--- src/hw/rtl/kls_pkg.sv ---
// Shared types and constants for the k-th largest selector.
// Used by kls_cell, kls_out_buf, kth_largest_select, kls_checker and testbench; no dependencies.
package kls_pkg;

  localparam int unsigned VALUE_W = 32;
  localparam int unsigned RANK_W  = 7;

  localparam logic [RANK_W-1:0] RANK_RESET = RANK_W'(1);

  // What one cell shows its right-hand neighbor
  typedef struct packed {
    logic                      keep;   // entry stays in place for the incoming value
    logic                      valid;  // entry holds a value of the current set
    logic signed [VALUE_W-1:0] entry;
  } link_t;

  // One finished result
  typedef struct packed {
    logic                      enough;
    logic signed [VALUE_W-1:0] kth_value;
  } result_t;

endpackage

--- src/hw/rtl/kls_out_buf.sv ---
// Output register with one skid slot for results of the k-th largest selector.
// Depends on kls_pkg.
module kls_out_buf import kls_pkg::*; (
  input  logic    clk_i,
  input  logic    rst_ni,
  input  logic    push_i,    // new result this cycle
  input  result_t result_i,
  output logic    room_o,    // a new result can be taken
  output logic    valid_o,
  input  logic    ready_i,
  output result_t result_o
);

  result_t out_q, out_d, skid_q, skid_d;
  logic    out_valid_q, out_valid_d, skid_valid_q, skid_valid_d;
  logic    out_free;

  assign out_free = ~out_valid_q | ready_i;

  // Refill output from skid first, else from the new result
  always_comb begin
    out_d        = out_q;
    skid_d       = skid_q;
    out_valid_d  = out_valid_q;
    skid_valid_d = skid_valid_q;
    if (out_free) begin
      if (skid_valid_q) begin
        out_d        = skid_q;
        out_valid_d  = 1'b1;
        skid_valid_d = 1'b0;
      end else begin
        out_d       = result_i;
        out_valid_d = push_i;
      end
    end else if (push_i) begin
      skid_d       = result_i;
      skid_valid_d = 1'b1;
    end
  end

  always_ff @(posedge clk_i or negedge rst_ni) begin
    if (!rst_ni) begin
      out_valid_q  <= 1'b0;
      skid_valid_q <= 1'b0;
    end else begin
      out_valid_q  <= out_valid_d;
      skid_valid_q <= skid_valid_d;
    end
  end

  always_ff @(posedge clk_i) begin
    out_q  <= out_d;
    skid_q <= skid_d;
  end

  assign room_o   = ~skid_valid_q;
  assign valid_o  = out_valid_q;
  assign result_o = out_q;

endmodule

--- config.mk ---
export PLATFORM = sky130hd
export DESIGN_NAME = kls_out_buf
export DESIGN_NICKNAME = d
export VERILOG_FILES = /design/src/hw/rtl/kls_pkg.sv /design/src/hw/rtl/kls_out_buf.sv
export SDC_FILE = /design/constraint.sdc
export NUM_CORES = 1
export LEC_CHECK = 0
export ABC_AREA = 1
export ABC_CLOCK_PERIOD_IN_PS = 3600
export BUFFER_PORTS_ARGS = -buffer_cell sky130_fd_sc_hd__buf_2
export CORE_MARGIN = 3
export CORE_UTILIZATION = 30
export CTS_CLUSTER_DIAMETER = 30
export DETAILED_ROUTE_END_ITERATION = 12
export SETUP_SLACK_MARGIN = 0.15
export SYNTH_ARGS = -nofsm -noshare
export SYNTH_HDL_FRONTEND = slang
export SYNTH_SLANG_ARGS = --single-unit
--- constraint.sdc ---
create_clock -name clk_i -period 3.6 [get_ports clk_i]
set_clock_uncertainty 0.1 [all_clocks]
set_input_delay 0.36 -clock clk_i [delete_from_list [all_inputs] [get_ports clk_i]]
set_output_delay 0.36 -clock clk_i [all_outputs]
set_load 0.03 [all_outputs]
==> impl_metrics.yaml, run 1 <==
critical_path:
  crit_required_ps: 3140
  r2r_setup_slack_ps: 1960
  startpoint_type: "flip-flop"
  path_max_fanout: 34
  startpoint: "skid_valid_q"
  rr_startpoint: "valid_o"
  r2r_cells: 2
  path_class: "flip-flop to output port"
  r2r_end: "skid_q[20]"
  worst_setup_path_end_kind: "output port"
  crit_arrival_ps: 1250
global_route:
  grt_usage_pct: 9.89
  grt_pass1_wl_um: 7330
  grt_pass1_vias: 1475
  grt_max_degree: 36
  antenna_found_initial: 0
  overflow: 0
cells_and_area:
  layout-drive-gt1-share_pct: 39.6
  fin_nets: 297
  area.growth.synth_to_final_pct: 24.0
  n_antenna_cell: 0
  final_util_pct: 38.6
  n_fill_cell: 824
synth:
  yosysMostFrequentCell: "nand2_1"
  yosys.area.top_type_share_pct: 77.2
  ys.warnings.count: 0
  yosys.area.top_type: "edfxtp_1"
  ys_seq_area_share_pct: 79.1
  synth_cell_types: 10
  synth_top_flop_cell: "edfxtp_1"
  ys_seq_elements: 68
  syn_inst: 182
  syn-mean-instance-area_um2: 14.1
  synth_area_leaders: "edfxtp_1, nand2_1, nand2_2"
  syn_area_um2: 2570
  async_flop_share_pct: 2.94
  syn-num-nets: 219
  synth_edf_count: 66
  synth_common_cells: "nand2_1, edfxtp_1, nand2_2"
hold_path:
  holdPathStages: 1
  hp-class: "primary input to flip-flop"
  min_to: "skid_q[17]"
  worstHoldStart: "result_i[17]"
sta:
  post-route-min-period_ps: 1710
  timing.slew.headroom_pct: 36.8
  finalHoldViolCount: 0
  drv_slew: 0
  max_freq_ghz: 0.585
  worst_slew_pin_slew_ps: 946
  setup_violations: 0
  rsz0062_at_grt: "no"
  setup_tns_ps: 0
  fin_crit_sh_pct: 47.5
detailed_routing:
  routed_wirelength_um: 4530
  wl_per_cell_um: 12.2
  dr.first_iter.drc_count: 24
  vias: 1506
  ant_nets: 0
  drc_errors: 0
  viasPerCell: 4.07
  dr.pass1.iters: 4
job:
  drv_cap: 0
clocking:
  insertion_delay_ps: 330
  root_buffer: "clkbuf_8"
  numCtsBuffers: 9
  clk_pin_slew_ps: 70
  clockBufferDepth: 2
  cts_tree: "done"
  cts_sinks: 68
  htreeDepth: 3
power:
  power_mw: 1.78
  leakage_nw: 1.37
  power_density_nw_per_um2: 558
  irDropWorstVdd_uv: 214
die:
  num_rows: 33
  chipWidth_um: 98.5
  ios: 72
  die_h_um: 98.5
  core_um2: 8260
  initial_utilization_pct: 31.1
  die-area_um2: 9700
place:
  gp_congestion: 0.648
  io_buffer_count: 71
  hpwl_um: 2900
run_status:
  status: "finished clean"
## worst max-delay path by stage
stage                       endpoint  slack, ps
final                         room_o       1890
after global routing          room_o       1820
after CTS                     room_o       1860
after detailed placement  skid_q[10]       1760
after global placement    skid_q[14]       1810
after floorplan            skid_q[0]        220
## per-layer routing
metal	vias up	GRT usage [%]	wire, um
li1	762	-	-
met5	-	0	0
met3	10	3.82	302
met1	687	11.9	1980
met2	47	15.5	2160
met4	0	5.04	93
## logic make-up after synthesis
logic type,after synthesis,share of synthesized area (%)
buffers and inverters,10,4.19
DFF,68,79.1
and+or+nand+nor,104,16.7
## report_power, final
group / internal (mW) / switching, mW / total (mW)
logic: 0.0630 / 0.168 / 0.231
clock network: 0.317 / 0.274 / 0.591
registers: 0.941 / 0.0148 / 0.956
total: 1.32 / 0.457 / 1.78
## what timing repair did
item / 4_1_cts / 5_1_grt
buffers inserted: 0 / 0
gates resized for setup: 0 / 0
hold buffers: 1 / 0
endpoints found under the hold margin: 2 / 0
## cell type report
class,instances,area (um^2),area share [%]
clock inverter,5,52.6,1.65
timing repair buffer,74,380,11.9
multi-input combinational,104,438,13.8
clock buffer,11,131,4.13
sequential,68,2030,63.8
tap,105,131,4.13
inverter,3,18.8,0.589
## flip-flops by register name, summed over array words and instances (netlist names)
name and flops:
skid_valid_q 1, valid_o 1, skid_q 33, result_o 33
## through the flow
step | area (um^2) | instances | setup WS [ps] | hold WS [ps]
floorplan | 2570 | 182 | 222 | -35.6
global placement | 2990 | 353 | 1810 | 46.0
detailed placement | 2990 | 353 | 1760 | 48.9
CTS | 3180 | 370 | 1860 | 94.5
global route | 3180 | 370 | 1820 | 94.3
finish | 3180 | 370 | 1890 | 116
## worst max-delay path: stages, from the launching register on
cell	delay, ps
dfrtp_1	440
inv_8	220
buf_2	250
## cells in the final DEF (no fill, tap or decap), drive strengths merged
cell type	synthesis	layout
buf	7	73
bufinv	0	1
clkbuf	0	11
clkinv	0	3
clkinvlp	0	1
dfrtp	2	2
dlygate4sd3	0	1
edfxtp	66	66
inv	3	3
nand2	101	101
nor2	3	3
(Power assumes the default switching activity.)
==> inputs of run 2 (changes only) <==
--- a/config.mk
+++ b/config.mk
@@ -6,7 +6,7 @@
 export NUM_CORES = 1
 export LEC_CHECK = 0
 export ABC_AREA = 1
-export ABC_CLOCK_PERIOD_IN_PS = 3600
+export ABC_CLOCK_PERIOD_IN_PS = 1750
 export BUFFER_PORTS_ARGS = -buffer_cell sky130_fd_sc_hd__buf_2
 export CORE_MARGIN = 3
 export CORE_UTILIZATION = 30
==> constraint.sdc (replaced) <==
create_clock -name clk_i -period 1.75 [get_ports clk_i]
set_clock_uncertainty 0.1 [all_clocks]
set_input_delay 0.175 -clock clk_i [delete_from_list [all_inputs] [get_ports clk_i]]
set_output_delay 0.175 -clock clk_i [all_outputs]
set_load 0.03 [all_outputs]
==> impl_metrics.yaml, run 2 (synthesized netlist as in run 1, its figures left out) <==
detailed_routing:
  ant_nets: 0
  dr.first_iter.drc_count: 74
  routed_wirelength_um: 4830
  wl_per_cell_um: 12.0
  viasPerCell: 4.00
  dr.pass1.iters: 4
  drc_errors: 0
  vias: 1616
global_route:
  overflow: 0
  grt_max_degree: 35
  antenna_found_initial: 0
  grt_pass1_vias: 1661
  grt_usage_pct: 10.6
  grt_pass1_wl_um: 8000
sta:
  setup_tns_ps: 0
  setup_violations: 0
  rsz0062_at_grt: "no"
  worst_slew_pin_slew_ps: 359
  fin_crit_sh_pct: 85.5
  timing.slew.headroom_pct: 76.1
  drv_slew: 0
  holdWs_ps: 5.55
  max_freq_ghz: 0.668
  post-route-min-period_ps: 1500
  finalHoldViolCount: 0
die:
  ios: 72
  chipWidth_um: 98.5
  die-area_um2: 9700
  core_um2: 8260
  initial_utilization_pct: 31.1
  num_rows: 33
  die_h_um: 98.5
cells_and_area:
  n_antenna_cell: 0
  layout_common_cells: "nand2_1, buf_2, edfxtp_1, dlygate4sd3_1, nand2_2"
  area.growth.synth_to_final_pct: 37.6
  fin_nets: 332
  layout_commonest_cell: "nand2_1"
  layoutNonFillerInstCount: 404
  postLayoutCellArea_um2: 3530
  layout-drive-gt1-share_pct: 34.8
clocking:
  cts_tree: "done"
  root_buffer: "clkbuf_8"
  htreeDepth: 3
  insertion_delay_ps: 320
  cts.repair.resized: 0
  cts_sinks: 68
  clk_pin_slew_ps: 60
  numCtsBuffers: 9
  clockBufferDepth: 2
hold_path:
  holdPathStages: 3
  hp-class: "primary input to flip-flop"
job:
  drv_cap: 0
place:
  dpl-instance-area_um2: 3020
  gp_congestion: 0.667
  hpwl_um: 3270
  place_inst: 355
  io_buffer_count: 71
power:
  power_density_nw_per_um2: 1040
  leakage_nw: 1.51
  power_mw: 3.66
  irDropWorstVdd_uv: 363
critical_path:
  path_max_fanout: 34
  worst_setup_path_end_kind: "output port"
  path_class: "flip-flop to output port"
  r2r_cells: 3
  crit_required_ps: 1470
  startpoint_type: "flip-flop"
  crit_arrival_ps: 1220
run_status:
  status: "finished clean"
## run 2: cell count changes in the layout (fill, tap and decap cells not counted), sizes merged
cell	before	now
buf	73	75
dlygate4sd3	1	34
clkinvlp	1	0
## run 2: what timing repair did
item | in CTS | in global routing
endpoints found under the hold margin | 35 | 0
hold buffers | 34 | 0
buffers inserted | 0 | 0
## run 2: layer usage
metal  global-route usage, %  part of all wire [%]
met1                    13.2                    44
met2                    16.9                    50
met3                    4.10                   5.6
met4                    3.78                  0.79
met5                       0                     0
## run 2: report_power, final
| part | total, mW | switching (mW) | leakage, nW | internal [mW] |
|---|---|---|---|---|
| Clock | 1.14 | 0.507 | 0.0859 | 0.637 |
| Combinational | 0.543 | 0.360 | 0.761 | 0.183 |
| Sequential | 1.97 | 0.0344 | 0.662 | 1.94 |
| Total | 3.66 | 0.901 | 1.51 | 2.76 |
## run 2: area by class of cell
class	instances	area (um^2)
clock buffer	11	131
clock inverter	4	41.3
tap	105	131
multi-input combinational	104	452
sequential	68	2030
fill	804	4720
timing repair buffer	109	726
inverter	3	18.8
## run 2: path summary, 6_finish.rpt
check                                   from      endpoint  slack [ps]
worst max register to register       valid_o     skid_q[6]         370
worst max-delay path            skid_valid_q        room_o         250
worst min-delay path                  push_i       valid_o           6
max in group asynchronous             rst_ni       valid_o        1380
min in group asynchronous             rst_ni       valid_o          70
worst min register to register    skid_q[11]  result_o[11]         410
## run 2: stage by stage
step | setup slack [ps] | util (%)
final | 254 | 42.8
after detailed placement | 319 | 36.6
after floorplan | 10.6 | -
after global placement | 344 | 36.6
after CTS | 202 | 42.8
after global routing | 173 | 42.8
## run 2: worst max-delay path, cell delays in order (launching register included)
cell and delay [ps]:
dfrtp_1 440, inv_8 210, buf_2 250
==> inputs of run 3 (changes only) <==
--- a/config.mk
+++ b/config.mk
@@ -12,6 +12,8 @@
 export CORE_UTILIZATION = 30
 export CTS_CLUSTER_DIAMETER = 30
 export DETAILED_ROUTE_END_ITERATION = 12
+export GPL_ROUTABILITY_DRIVEN = 0
+export GPL_TIMING_DRIVEN = 0
 export SETUP_SLACK_MARGIN = 0.15
 export SYNTH_ARGS = -nofsm -noshare
 export SYNTH_HDL_FRONTEND = slang
==> impl_metrics.yaml, run 3 (synthesized netlist as in run 1, its figures left out) <==
clocking:
  htreeDepth: 3
  insertion_delay_ps: 330
  clk_pin_slew_ps: 60
  clockBufferDepth: 2
  cts_sinks: 68
  numCtsBuffers: 9
  root_buffer: "clkbuf_8"
  cts_tree: "done"
detailed_routing:
  vias: 1689
  ant_nets: 0
  drc_errors: 0
  dr.pass1.iters: 4
  viasPerCell: 4.09
  wl_per_cell_um: 12.6
  dr.first_iter.drc_count: 42
  routed_wirelength_um: 5200
power:
  leakage_nw: 1.58
  power_mw: 3.77
  irDropWorstVdd_uv: 420
  power_density_nw_per_um2: 1020
sta:
  holdWs_ps: 82.2
  worst_slew_pin_slew_ps: 322
  fin_crit_sh_pct: 88.3
  post-route-min-period_ps: 1550
  setup_violations: 0
  timing.slew.headroom_pct: 78.4
  drv_slew: 0
  finalHoldViolCount: 0
  max_freq_ghz: 0.647
  rsz0062_at_grt: "no"
critical_path:
  rr_startpoint: "valid_o"
  cpLargestDelayFamily: "buffers and inverters"
  critPathCapture: "room_o"
  path_buf_inv: 4
  r2r_end: "skid_q[16]"
  r2r_setup_slack_ps: 360
  path_class: "flip-flop to output port"
  worst_setup_path_end_kind: "output port"
  startpoint: "skid_valid_q"
  path_max_fanout: 10
  cp.depth: 4
  r2r_cells: 3
  worst_path_max_delay_cell: "dfrtp_1"
  crit_chain: "buf_6 > inv_8 > buf_12 > clkbuf_4"
  startpoint_type: "flip-flop"
  crit_arrival_ps: 1270
  slowest_delay_ps: 370
  crit_required_ps: 1470
global_route:
  grt_max_degree: 38
  antenna_found_initial: 0
  grt_usage_pct: 11.4
  grt_pass1_vias: 1746
  overflow: 0
  grt_pass1_wl_um: 8540
place:
  io_buffer_count: 71
  hpwl_um: 3170
cells_and_area:
  n_antenna_cell: 0
  area.growth.synth_to_final_pct: 43.6
  layout_common_cells: "nand2_1, buf_2, edfxtp_1, dlygate4sd3_1, nand2_2"
  fin_nets: 340
  layout_commonest_cell: "nand2_1"
  layout-drive-gt1-share_pct: 37.3
die:
  initial_utilization_pct: 31.1
  die-area_um2: 9700
  ios: 72
  core_um2: 8260
  die_h_um: 98.5
  chipWidth_um: 98.5
  num_rows: 33
job:
  drv_cap: 0
run_status:
  status: "finished clean"
hold_path:
  hp-class: "primary input to async pin"
-- run 3: changes by cell type in the layout (fill, tap and decap cells not counted), sizes merged --
cell,previous run,this run
dlygate4sd3,34,35
buf,75,80
clkbuf,11,12
nor2,3,4
clkinvlp,0,1
-- run 3: power breakdown --
group	switching (mW)	leakage, nW	internal, mW
registers	0.0307	0.662	1.94
clock network	0.554	0.0931	0.652
logic	0.376	0.823	0.222
total	0.961	1.58	2.81
-- run 3: stage by stage --
stage | instances | area (um^2) | setup TNS (ps) | utilization [%] | setup WS (ps)
2_1_floorplan | 182 | 2590 | 0 | - | 10.6
3_3_place_gp | 358 | 3080 | -7220 | 37.3 | -220
3_5_place_dp | 358 | 3080 | -8860 | 37.3 | -270
4_1_cts | 413 | 3680 | 0 | 44.6 | 164
5_1_grt | 413 | 3690 | 0 | 44.7 | 154
6_report | 413 | 3690 | 0 | 44.7 | 204
-- run 3: per-layer routing --
| layer | vias up | track usage [%] | wire (um) | part of all wire [%] |
|---|---|---|---|---|
| met3 | 11 | 3.04 | 264 | 5.1 |
| met5 | - | 0 | 0 | 0 |
| met4 | 0 | 5.67 | 111 | 2.1 |
| met2 | 51 | 18.9 | 2570 | 49 |
| li1 | 850 | - | - | - |
| met1 | 777 | 13.6 | 2250 | 43 |
-- run 3: worst min-delay path by stage --
stage            from            to  slack (ps)
6_report       rst_ni       valid_o          80
5_1_grt        rst_ni       valid_o          70
4_1_cts        rst_ni       valid_o          40
3_5_place_dp   rst_ni  skid_valid_q        -140
3_3_place_gp   rst_ni  skid_valid_q        -140
2_1_floorplan  rst_ni  skid_valid_q        -220
-- run 3: final cells by class --
cell class,instances,area (um^2)
Tap cell,105,131
Inverter,3,18.8
Sequential cell,68,2030
Timing Repair Buffer,109,768
Fill cell,802,4570
Clock inverter,5,52.6
Buffer,7,88.8
Clock buffer,11,131
Multi-Input combinational cell,105,463
-- run 3: what timing repair did --
| item | in CTS | in global routing |
|---|---|---|
| pin swaps | 2 | 0 |
| endpoints found under the hold margin | 39 | 0 |
| setup endpoints to repair | 33 | 1 |
| buffers inserted | 3 | 0 |
| resized for setup | 1 | 1 |
| cloned | 1 | 0 |
| hold buffers | 35 | 0 |
