===== src/hw/rtl/kls_pkg.sv =====
// Shared types and constants for the k-th largest selector.
// Used by kls_cell, kls_out_buf, kth_largest_select, kls_checker and testbench; no dependencies.
package kls_pkg;

  localparam int unsigned VALUE_W = 32;
  localparam int unsigned RANK_W  = 7;

  localparam logic [RANK_W-1:0] RANK_RESET = RANK_W'(1);

  // What one cell shows its right-hand neighbor
  typedef struct packed {
    logic                      keep;   // entry stays in place for the incoming value
    logic                      valid;  // entry holds a value of the current set
    logic signed [VALUE_W-1:0] entry;
  } link_t;

  // One finished result
  typedef struct packed {
    logic                      enough;
    logic signed [VALUE_W-1:0] kth_value;
  } result_t;

endpackage


===== src/hw/rtl/kls_cell.sv =====
// One slot of the sorted list: holds an entry and a valid bit, inserts by compare and shift.
// Depends on kls_pkg.
module kls_cell import kls_pkg::*; (
  input  logic                      clk_i,
  input  logic                      rst_ni,
  input  logic                      accept_i,  // value request taken this cycle
  input  logic                      clear_i,   // last value of the set: drop the list
  input  logic signed [VALUE_W-1:0] value_i,
  input  link_t                     prev_i,    // neighbor on the larger side
  output link_t                     link_o
);

  logic signed [VALUE_W-1:0] entry_q, entry_d;
  logic                      valid_q, valid_d;
  logic                      keep;

  // Entry stays if it is valid and not smaller than the incoming value
  assign keep = valid_q & (entry_q >= value_i);

  // Stay, take the new value, or take the neighbor's entry
  always_comb begin
    entry_d = entry_q;
    valid_d = valid_q;
    if (accept_i) begin
      if (keep) begin
        entry_d = entry_q;
      end else if (prev_i.keep) begin
        entry_d = value_i;
      end else begin
        entry_d = prev_i.entry;
      end
      valid_d = clear_i ? 1'b0 : (valid_q | prev_i.valid);
    end
  end

  always_ff @(posedge clk_i or negedge rst_ni) begin
    if (!rst_ni) begin
      valid_q <= 1'b0;
    end else begin
      valid_q <= valid_d;
    end
  end

  // Payload, no reset
  always_ff @(posedge clk_i) begin
    entry_q <= entry_d;
  end

  assign link_o.keep  = keep;
  assign link_o.valid = valid_q;
  assign link_o.entry = entry_q;

endmodule


===== config.mk =====
export PLATFORM = sky130hd
export DESIGN_NAME = kls_cell
export DESIGN_NICKNAME = d
export VERILOG_FILES = /design/src/hw/rtl/kls_pkg.sv /design/src/hw/rtl/kls_cell.sv
export SDC_FILE = /design/constraint.sdc
export NUM_CORES = 1
export LEC_CHECK = 0
export ABC_AREA = 1
export BUFFER_PORTS_ARGS = -buffer_cell sky130_fd_sc_hd__buf_2
export CAP_MARGIN = 20
export CORE_UTILIZATION = 35
export CTS_BUF_LIST = sky130_fd_sc_hd__clkbuf_8
export CTS_CLUSTER_SIZE = 16
export DETAILED_ROUTE_END_ITERATION = 8
export SYNTH_ARGS = -nofsm -noshare
export SYNTH_HDL_FRONTEND = slang
export SYNTH_SLANG_ARGS = --single-unit

===== constraint.sdc =====
create_clock -name clk_i -period 8.5 [get_ports clk_i]
set_input_delay 1.7 -clock clk_i [delete_from_list [all_inputs] [get_ports clk_i]]
set_output_delay 1.7 -clock clk_i [all_outputs]
set_load 0.02 [all_outputs]

==> flow_metrics.tcl, run 1 <==
set metrics [dict create \
    regArea_sq_um 986 \
    placement.io_buffers 103 \
    crit_end "link_o[33]" \
    leakagePower_nw 1.55 \
    antenna_found_initial 0 \
    critPathKind "in2out" \
    crit_arrival_ps 3320 \
    htreeDepth 2 \
    dieHeight_microns 82.3 \
    post-route-min-period_ps 5020 \
    synthDistinctLibCells 27 \
    hold_ws_ps 629 \
    ctsHoldBuffers 0 \
    async_flop_share_pct 3.03 \
    cts_tree "done" \
    via_count 1971 \
    grt.overflow.total 0 \
    fin_ws_ps 3480 \
    p_sw_mw 0.136 \
    cp_max_fo 4 \
    worst_ep_required_time_ps 6800 \
    power_frac_clock_pct 25.1 \
    vias_per_cell 4.55 \
    fmax_mhz 199 \
    drc 0 \
    cts_buffers 5 \
    rsz0062_at_grt "false" \
    synth_edf_count 32 \
    relSlewSlack_pct 62.9 \
    drt_iter0_drc 50 \
    synthesis.area_sq_mm 0.00225 \
    cts_sinks 33 \
    clk_path_buf_depth 2 \
    hpwlAfterDp_mm 3.94 \
    std_cell_rows 28 \
    dieArea_sq_mm 0.00677 \
    crit_start "value_i[31]" \
    first_pass_iters 3 \
    clk_pin_slew_worst_paths_ps 60 \
    yosys_warnings 0 \
    worstSetupStartpointType "primary input" \
    reg2reg_to "entry_q[18]$_DFFE_PP_" \
    tns_ps 0 \
    ir_drop_mv 0.0609 \
    hold_class "reg2reg" \
    start_util_pct 37.2 \
    yosys_most_used_dff "edfxtp_1" \
    root_buffer "clkbuf_8" \
    diodes 0 \
    r2r_start "entry_q[23]$_DFFE_PP_" \
    grtUsageMet3_pct 3.30 \
    critPathCaptureType "output pin" \
    setup_viol 0 \
    post_cts_buffers 0 \
    synthCells 255 \
    comb_power_share_pct 28.4 \
    ys_seq_area_share_pct 43.7 \
    gr-usage-met1_pct 18.8 \
    worst_pin_slew_ps 557 \
    drt-wirelength-per-cell_microns 11.6 \
    pre_cts_ws_ps 3450 \
    gp_congestion 0.717 \
    grt_pass1_vias 1931 \
    reg2reg_slack_ps 5870 \
    final_max_slew_viol_count 0 \
    core_area_sq_mm 0.00606 \
    finish.utilization_pct 48.9 \
    multi_input_area_sq_mm 0.00107 \
    cap_violations 0 \
    nFillCells 629 \
    grt_max_degree 64 \
    r2r_cells 10 \
    power.share.switching_pct 31.1 \
    clk_latency_ps 280 \
    fin_nets 460 \
    gr-usage-met2_pct 28.0 \
    grt.total_usage_pct 15.9 \
    p_per_area_mw_per_mm2 148 \
    wirelength_mm 5.02 \
    grt.busiest_layer "met2" \
    pwr-share-seq_pct 46.5 \
    hold_viol 0 \
    ioPinCount 104 \
    synth_nets 357 \
    area_growth_pct 31.4 \
    internal_power_mw 0.302 \
    run_status "completed" \
    final_layout_size_suffix_gt1_share_pct 34.4 \
    clock_skew_ps 5.92 \
    postCtsResizedCells 0 \
    postSynthAreaPerCell_sq_um 8.84 \
    ys_ff_latch 33 \
    grt_pass1_wl_mm 8.09 \
    fin_crit_sh_pct 59.0 \
    postRouteAntennaNets 0 \
    die_w_microns 82.3 \
]
area by class of cell:
cell class	count	area share, %
Sequential cell	33	33.3
Clock inverter	2	0.253
Clock buffer	5	2.32
Timing Repair Buffer	105	19.3
Inverter	44	5.58
Tap cell	75	3.17
Multi-Input combinational cell	169	36.1
routing by layer:
metal	routed length, microns	part of all wire, %	vias up
li1	-	-	1054
met5	0	0	-
met1	2220	44	849
met2	2470	49	60
met4	61	1.2	0
met3	269	5.4	8
worst min-delay path by stage:
stage,start,end,slack (ps),depth (start not counted)
finish,valid_q$_DFFE_PN0P_,valid_q$_DFFE_PN0P_,630,2
detailed placement,valid_q$_DFFE_PN0P_,valid_q$_DFFE_PN0P_,620,2
CTS,valid_q$_DFFE_PN0P_,valid_q$_DFFE_PN0P_,630,2
global route,valid_q$_DFFE_PN0P_,valid_q$_DFFE_PN0P_,660,2
global placement,valid_q$_DFFE_PN0P_,valid_q$_DFFE_PN0P_,600,2
floorplan,valid_q$_DFFE_PN0P_,valid_q$_DFFE_PN0P_,530,2
power groups by stage:
stage / Sequential (mW) / Clock (mW) / Combinational, mW
after floorplan: 0.223 / 0 / 0.0632
after global placement: 0.208 / 0 / 0.120
after detailed placement: 0.208 / 0 / 0.122
after CTS: 0.205 / 0.115 / 0.122
after global routing: 0.206 / 0.120 / 0.143
final: 0.204 / 0.110 / 0.124
critical path: stages:
cell and delay, ps:
buf_2 80, inv_1 60, ha_1 360, nand2_2 80
nor2_2 130, nand2_2 80, nor3b_2 230, nand2_1 120
nand3_1 100, nand3_2 120, nand2_1 80, inv_1 30
buf_2 140
stage by stage:
| step | cells | cell area, sq um | total power, mW |
|---|---|---|---|
| after detailed placement | 424 | 2830 | 0.330 |
| final | 433 | 2960 | 0.439 |
| after global routing | 433 | 2960 | 0.469 |
| after CTS | 431 | 2910 | 0.442 |
| after floorplan | 255 | 2250 | 0.287 |
| after global placement | 424 | 2830 | 0.327 |
sequential cells by signal, indices dropped and copies added, names as in the netlist:
register  count
entry_q      32
valid_q       1
kinds of logic (layout without fill, tap and decap cells):
kind of cell | after synthesis | count (layout) | synth area share [%]
muxes | 1 | 1 | 0.499
AOI/OAI and AO/OA | 54 | 54 | 12.8
DFF | 33 | 33 | 43.7
adders and majority gates | 32 | 32 | 17.8
buffers and inverters | 53 | 156 | 9.16
and+or+nand+nor | 82 | 82 | 16.0
cell usage in the layout (no fill, tap or decap):
master,instances
a21o_1,2
a21oi_1,45
a21oi_2,1
a21oi_4,1
buf_16,2
buf_2,103
clkbuf_8,5
clkinv_1,2
dfrtp_1,1
edfxtp_1,32
ha_1,32
inv_1,43
inv_2,1
mux2_2,1
nand2_1,31
nand2_2,3
nand3_1,2
nand3_2,1
nand4_1,2
nand4_4,1
nor2_1,38
nor2_2,2
nor3_1,1
nor3b_2,1
o21a_1,1
o21a_2,1
o21ai_0,2
o21ai_1,1
synthesized netlist by cell type (2+ instances only):
cell type  count  share of area (%)
inv_1         42                7.0
clkbuf_1       6                1.0
a21oi_1       45                 10
edfxtp_1      32                 43
nor2_1        38                6.3
o21ai_0        2               0.44
nand3_1        2               0.44
a21oi_2        2               0.78
a21o_1         2               0.67
buf_4          2               0.67
nand2_1       31                5.2
nand4_1        2               0.55
nor2_2         2               0.55
ha_1          32                 18
nand2_2        3               0.83
No activity file was read; power rests on OpenSTA's default activity.
==> inputs of run 2 (changes only) <==
==> constraint.sdc (replaced) <==
create_clock -name clk_i -period 4.8 [get_ports clk_i]
set_input_delay 0.96 -clock clk_i [delete_from_list [all_inputs] [get_ports clk_i]]
set_output_delay 0.96 -clock clk_i [all_outputs]
set_load 0.02 [all_outputs]
==> flow_metrics.tcl, run 2 (synthesis results as in run 1) <==
set metrics [dict create \
    run_status "completed" \
    die_w_microns 82.3 \
    clock_skew_ps 7.37 \
    grt_pass1_vias 1933 \
    wl_met2_mm 2.37 \
    tns_ps 0 \
    diodes 0 \
    gp_congestion 0.711 \
    regMostFlops "entry_q" \
    crit_end "link_o[33]" \
    relSlewSlack_pct 31.3 \
    final_common_cell "buf_2" \
    postCtsResizedCells 0 \
    wirelength_mm 4.85 \
    reg2reg_slack_ps 2050 \
    final_layout_size_suffix_gt1_share_pct 34.4 \
    total_power_mw 0.774 \
    leakagePower_nw 1.53 \
    final_cell_mix "buf_2 (103), a21oi_1 (45), inv_1 (42), nor2_1 (38)" \
    clk_path_buf_depth 2 \
    r2r_start "entry_q[31]$_DFFE_PP_" \
    clk_latency_ps 280 \
    hold_ws_ps 441 \
    largest_reg_flops 32 \
    worst_ep_required_time_ps 3840 \
    wl_met3_microns 280 \
    worst_pin_slew_ps 1030 \
    grt.overflow.total 0 \
    start_util_pct 37.2 \
    placement.io_buffers 103 \
    p_per_area_mw_per_mm2 265 \
    crit_arrival_ps 2520 \
    cap_violations 0 \
    critPathKind "in2out" \
    grt_max_degree 64 \
    area_growth_pct 29.5 \
    r2r_cells 10 \
    worstSetupStartpointType "primary input" \
    clk_pin_slew_worst_paths_ps 70 \
    cp_max_fo 4 \
    antenna_found_initial 0 \
    htreeDepth 2 \
    postRouteAntennaNets 0 \
    post-route-min-period_ps 3480 \
    post_cts_buffers 0 \
    pre_cts_ws_ps 1290 \
    ir_drop_mv 0.136 \
    via_count 1963 \
    reg2reg_to "entry_q[3]$_DFFE_PP_" \
    vias_per_cell 4.53 \
    ioPinCount 104 \
    hpwlAfterDp_mm 3.92 \
    fin_ws_ps 1320 \
    top_layer "met4" \
    drt-met1-wl_mm 2.15 \
    dieHeight_microns 82.3 \
    critPathCaptureType "output pin" \
    cts_tree "done" \
    fmax_mhz 287 \
    first_pass_iters 4 \
    setup_viol 0 \
    dieArea_sq_mm 0.00677 \
    fin_crit_sh_pct 72.5 \
    root_buffer "clkbuf_8" \
    core_area_sq_mm 0.00606 \
    largestRegisters "entry_q: 32 flops, valid_q: 1 flops" \
    final_max_slew_viol_count 0 \
    final_cell_area_sq_mm 0.00292 \
    ctsHoldBuffers 0 \
    dpl.cell_count 425 \
    hold_viol 0 \
    drc 0 \
    cts_buffers 5 \
    crit_start "value_i[31]" \
    drt_iter0_drc 55 \
    cts_sinks 33 \
    grt.total_usage_pct 15.7 \
    rsz0062_at_grt "false" \
    placed_area_sq_mm 0.00284 \
    grt_pass1_wl_mm 8.04 \
    finish.utilization_pct 48.2 \
    hold_class "in2async" \
    std_cell_rows 28 \
    fin_nets 459 \
    final_cells 433 \
    drt-wirelength-per-cell_microns 11.2 \
]
==> run 2: changes by cell type in the layout (fill, tap and decap cells not counted) <==
cell / previous run / this run
buf_4: 0 / 1
clkinv_1: 2 / 3
inv_1: 43 / 42
clkinv_2: 0 / 1
buf_16: 2 / 0
==> run 2: where the power goes <==
part           switching, mW  internal [mW]  total, mW
clock                  0.103         0.0977      0.201
combinational          0.126         0.0856      0.212
sequential            0.0132          0.348      0.361
total                  0.243          0.531      0.774
==> run 2: worst min-delay path by stage <==
stage | startpoint | endpoint | slack (ps) | cells after the start
floorplan | valid_q$_DFFE_PN0P_ | valid_q$_DFFE_PN0P_ | 530 | 2
global placement | valid_q$_DFFE_PN0P_ | valid_q$_DFFE_PN0P_ | 600 | 2
detailed placement | valid_q$_DFFE_PN0P_ | valid_q$_DFFE_PN0P_ | 610 | 2
CTS | rst_ni | valid_q$_DFFE_PN0P_ | 430 | 1
global route | rst_ni | valid_q$_DFFE_PN0P_ | 430 | 1
finish | rst_ni | valid_q$_DFFE_PN0P_ | 440 | 1
==> run 2: critical path: stages <==
cell and delay [ps]:
buf_2 80, inv_1 50, ha_1 350, nand2_2 80, nor2_2 140, nand2_2 80
nor3b_2 220, nand2_1 100, nand2_1 70, nand2_1 50, nand3_2 90, nand2_1 60
inv_1 50, buf_2 150
==> run 2: layout make-up <==
type                    instances  area [sq um]
fillers                       651          3140
flip-flops and latches         33           986
repair buffers                104           523
clock inverters                 3          12.5
inverters                      44           165
multi-input cells             169          1070
clock buffers                   5          68.8
well taps                      75          93.8
==> run 2: routing by layer <==
| metal | vias to the layer above | global-route usage (%) |
|---|---|---|
| met5 | - | 0 |
| met4 | 0 | 4.74 |
| met3 | 4 | 3.63 |
| met2 | 60 | 28.8 |
| met1 | 849 | 17.9 |
| li1 | 1050 | - |
==> inputs of run 3 (changes only) <==
==> constraint.sdc (replaced) <==
create_clock -name clk_i -period 3.25 [get_ports clk_i]
set_input_delay 0.65 -clock clk_i [delete_from_list [all_inputs] [get_ports clk_i]]
set_output_delay 0.65 -clock clk_i [all_outputs]
set_load 0.02 [all_outputs]
==> flow_metrics.tcl, run 3 (synthesis results as in run 1) <==
set metrics [dict create \
    cp_slowest_cell "ha_1" \
    clock_skew_ps 5.50 \
    cts_buffers 5 \
    gp_congestion 0.697 \
    die_w_microns 82.3 \
    fin_crit_sh_pct 88.1 \
    critPathCaptureType "output pin" \
    start_util_pct 37.2 \
    pwr-share-seq_pct 46.2 \
    std_cell_rows 28 \
    ioPinCount 104 \
    internal_power_mw 0.788 \
    wirelength_mm 4.95 \
    fin_nets 460 \
    grt.overflow.total 0 \
    final_max_slew_viol_count 0 \
    worst_ep_required_time_ps 2600 \
    final_layout_size_suffix_gt1_share_pct 34.5 \
    grt_pass1_wl_mm 8.03 \
    drt-wirelength-per-cell_microns 11.4 \
    leakagePower_nw 1.53 \
    setup_viol 0 \
    reg2reg_to "entry_q[13]$_DFFE_PP_" \
    drt_iter0_drc 29 \
    crit_start "value_i[31]" \
    path_common_cell "nand2_1" \
    drt-met1-wl_mm 2.23 \
    p_per_area_mw_per_mm2 393 \
    worst_pin_slew_ps 592 \
    run_status "completed" \
    hpwlAfterDp_mm 3.88 \
    top_layer "met4" \
    pre_cts_ws_ps 341 \
    htreeDepth 2 \
    reg2reg_slack_ps 960 \
    area_growth_pct 30.4 \
    ctsHoldBuffers 0 \
    power.share.switching_pct 31.8 \
    via_count 1975 \
    regMostFlops "entry_q" \
    r2r_start "entry_q[31]$_DFFE_PP_" \
    cp_max_fo 4 \
    postCtsResizedCells 0 \
    diodes 0 \
    post-route-min-period_ps 2860 \
    grt_pass1_vias 1905 \
    core_area_sq_mm 0.00606 \
    hold_viol 0 \
    cts_sinks 33 \
    rsz0062_at_grt "false" \
    clk_path_buf_depth 2 \
    path_cells "buf_2 > inv_1 > ha_1 > nand2_2 > nor2_2 > nand2_2 > nor3b_2 > nand2_1 > nand2_1 > nand2_1 > nand3_2 > nand2_1 > inv_1 > buf_2" \
    placement.io_buffers 103 \
    drc 0 \
    grt_max_degree 33 \
    tns_ps 0 \
    fmax_mhz 349 \
    p_sw_mw 0.367 \
    vias_per_cell 4.55 \
    largest_reg_flops 32 \
    worstSetupStartpointType "primary input" \
    cts_tree "done" \
    relSlewSlack_pct 60.6 \
    first_pass_iters 3 \
    fin_ws_ps 385 \
    wl_met2_mm 2.35 \
    comb_power_share_pct 27.5 \
    root_buffer "clkbuf_8" \
    largestRegisters "entry_q: 32 flops, valid_q: 1 flops" \
    critical_path.max_stage_delay_ps 360 \
    hold_class "in2async" \
    power_frac_clock_pct 26.3 \
    clk_pin_slew_worst_paths_ps 70 \
    r2r_cells 10 \
    grt.total_usage_pct 15.8 \
    ir_drop_mv 0.177 \
    final_cell_mix "buf_2 (103), a21oi_1 (45), inv_1 (42), nor2_1 (38)" \
    dieArea_sq_mm 0.00677 \
    antenna_found_initial 0 \
    wl_met3_microns 313 \
    final_common_cell "buf_2" \
    dieHeight_microns 82.3 \
    crit_arrival_ps 2210 \
    post_cts_buffers 0 \
    crit_end "link_o[33]" \
    postRouteAntennaNets 0 \
    cap_violations 0 \
    clk_latency_ps 290 \
    critPathKind "in2out" \
]
## run 3: cell types whose count changed in the layout (fill, tap and decap cells not counted)
cell    before  now
buf_12       0    1
## run 3: how the worst min path moves through the flow
stage	endpoint	slack [ps]	cells past startpoint
CTS	valid_q$_DFFE_PN0P_	120	1
floorplan	valid_q$_DFFE_PN0P_	350	0
detailed placement	valid_q$_DFFE_PN0P_	430	1
finish	valid_q$_DFFE_PN0P_	130	1
global placement	valid_q$_DFFE_PN0P_	420	1
global route	valid_q$_DFFE_PN0P_	110	1
## run 3: cell type report
type / instances / area [sq um]
Inverter: 44 / 165
Multi-Input combinational cell: 169 / 1070
Timing Repair Buffer: 105 / 543
Sequential cell: 33 / 986
Clock buffer: 5 / 68.8
Fill cell: 631 / 3120
Tap cell: 75 / 93.8
Clock inverter: 3 / 12.5
## run 3: layer usage
layer | up-vias | global-route usage (%)
li1 | 1055 | -
met1 | 853 | 18.3
met2 | 60 | 28.1
met3 | 7 | 4.51
met4 | 0 | 4.74
met5 | - | 0
## run 3: critical path: cells and delay by family
kind,cells,cell delay (ps)
and+or+nand+nor,9,880
adders and majority gates,1,360
buffers and inverters,4,320
## run 3: power groups by stage
stage               clock, mW  sequential [mW]  combinational (mW)
floorplan                   0            0.584               0.165
global placement            0            0.542               0.319
detailed placement          0            0.543               0.324
CTS                     0.314            0.534               0.325
global route            0.332            0.539               0.365
finish                  0.304            0.534               0.318
## run 3: through the flow
step                      power, mW  hold WS, ps  utilization, %  area [sq um]  instances
after global routing           1.24          114            48.5          2940        434
after detailed placement      0.867          430            47.2          2860        426
after CTS                      1.17          116            48.5          2940        434
after floorplan               0.749          354               -          2250        255
final                          1.16          127            48.5          2940        434
after global placement        0.861          425            47.2          2860        426
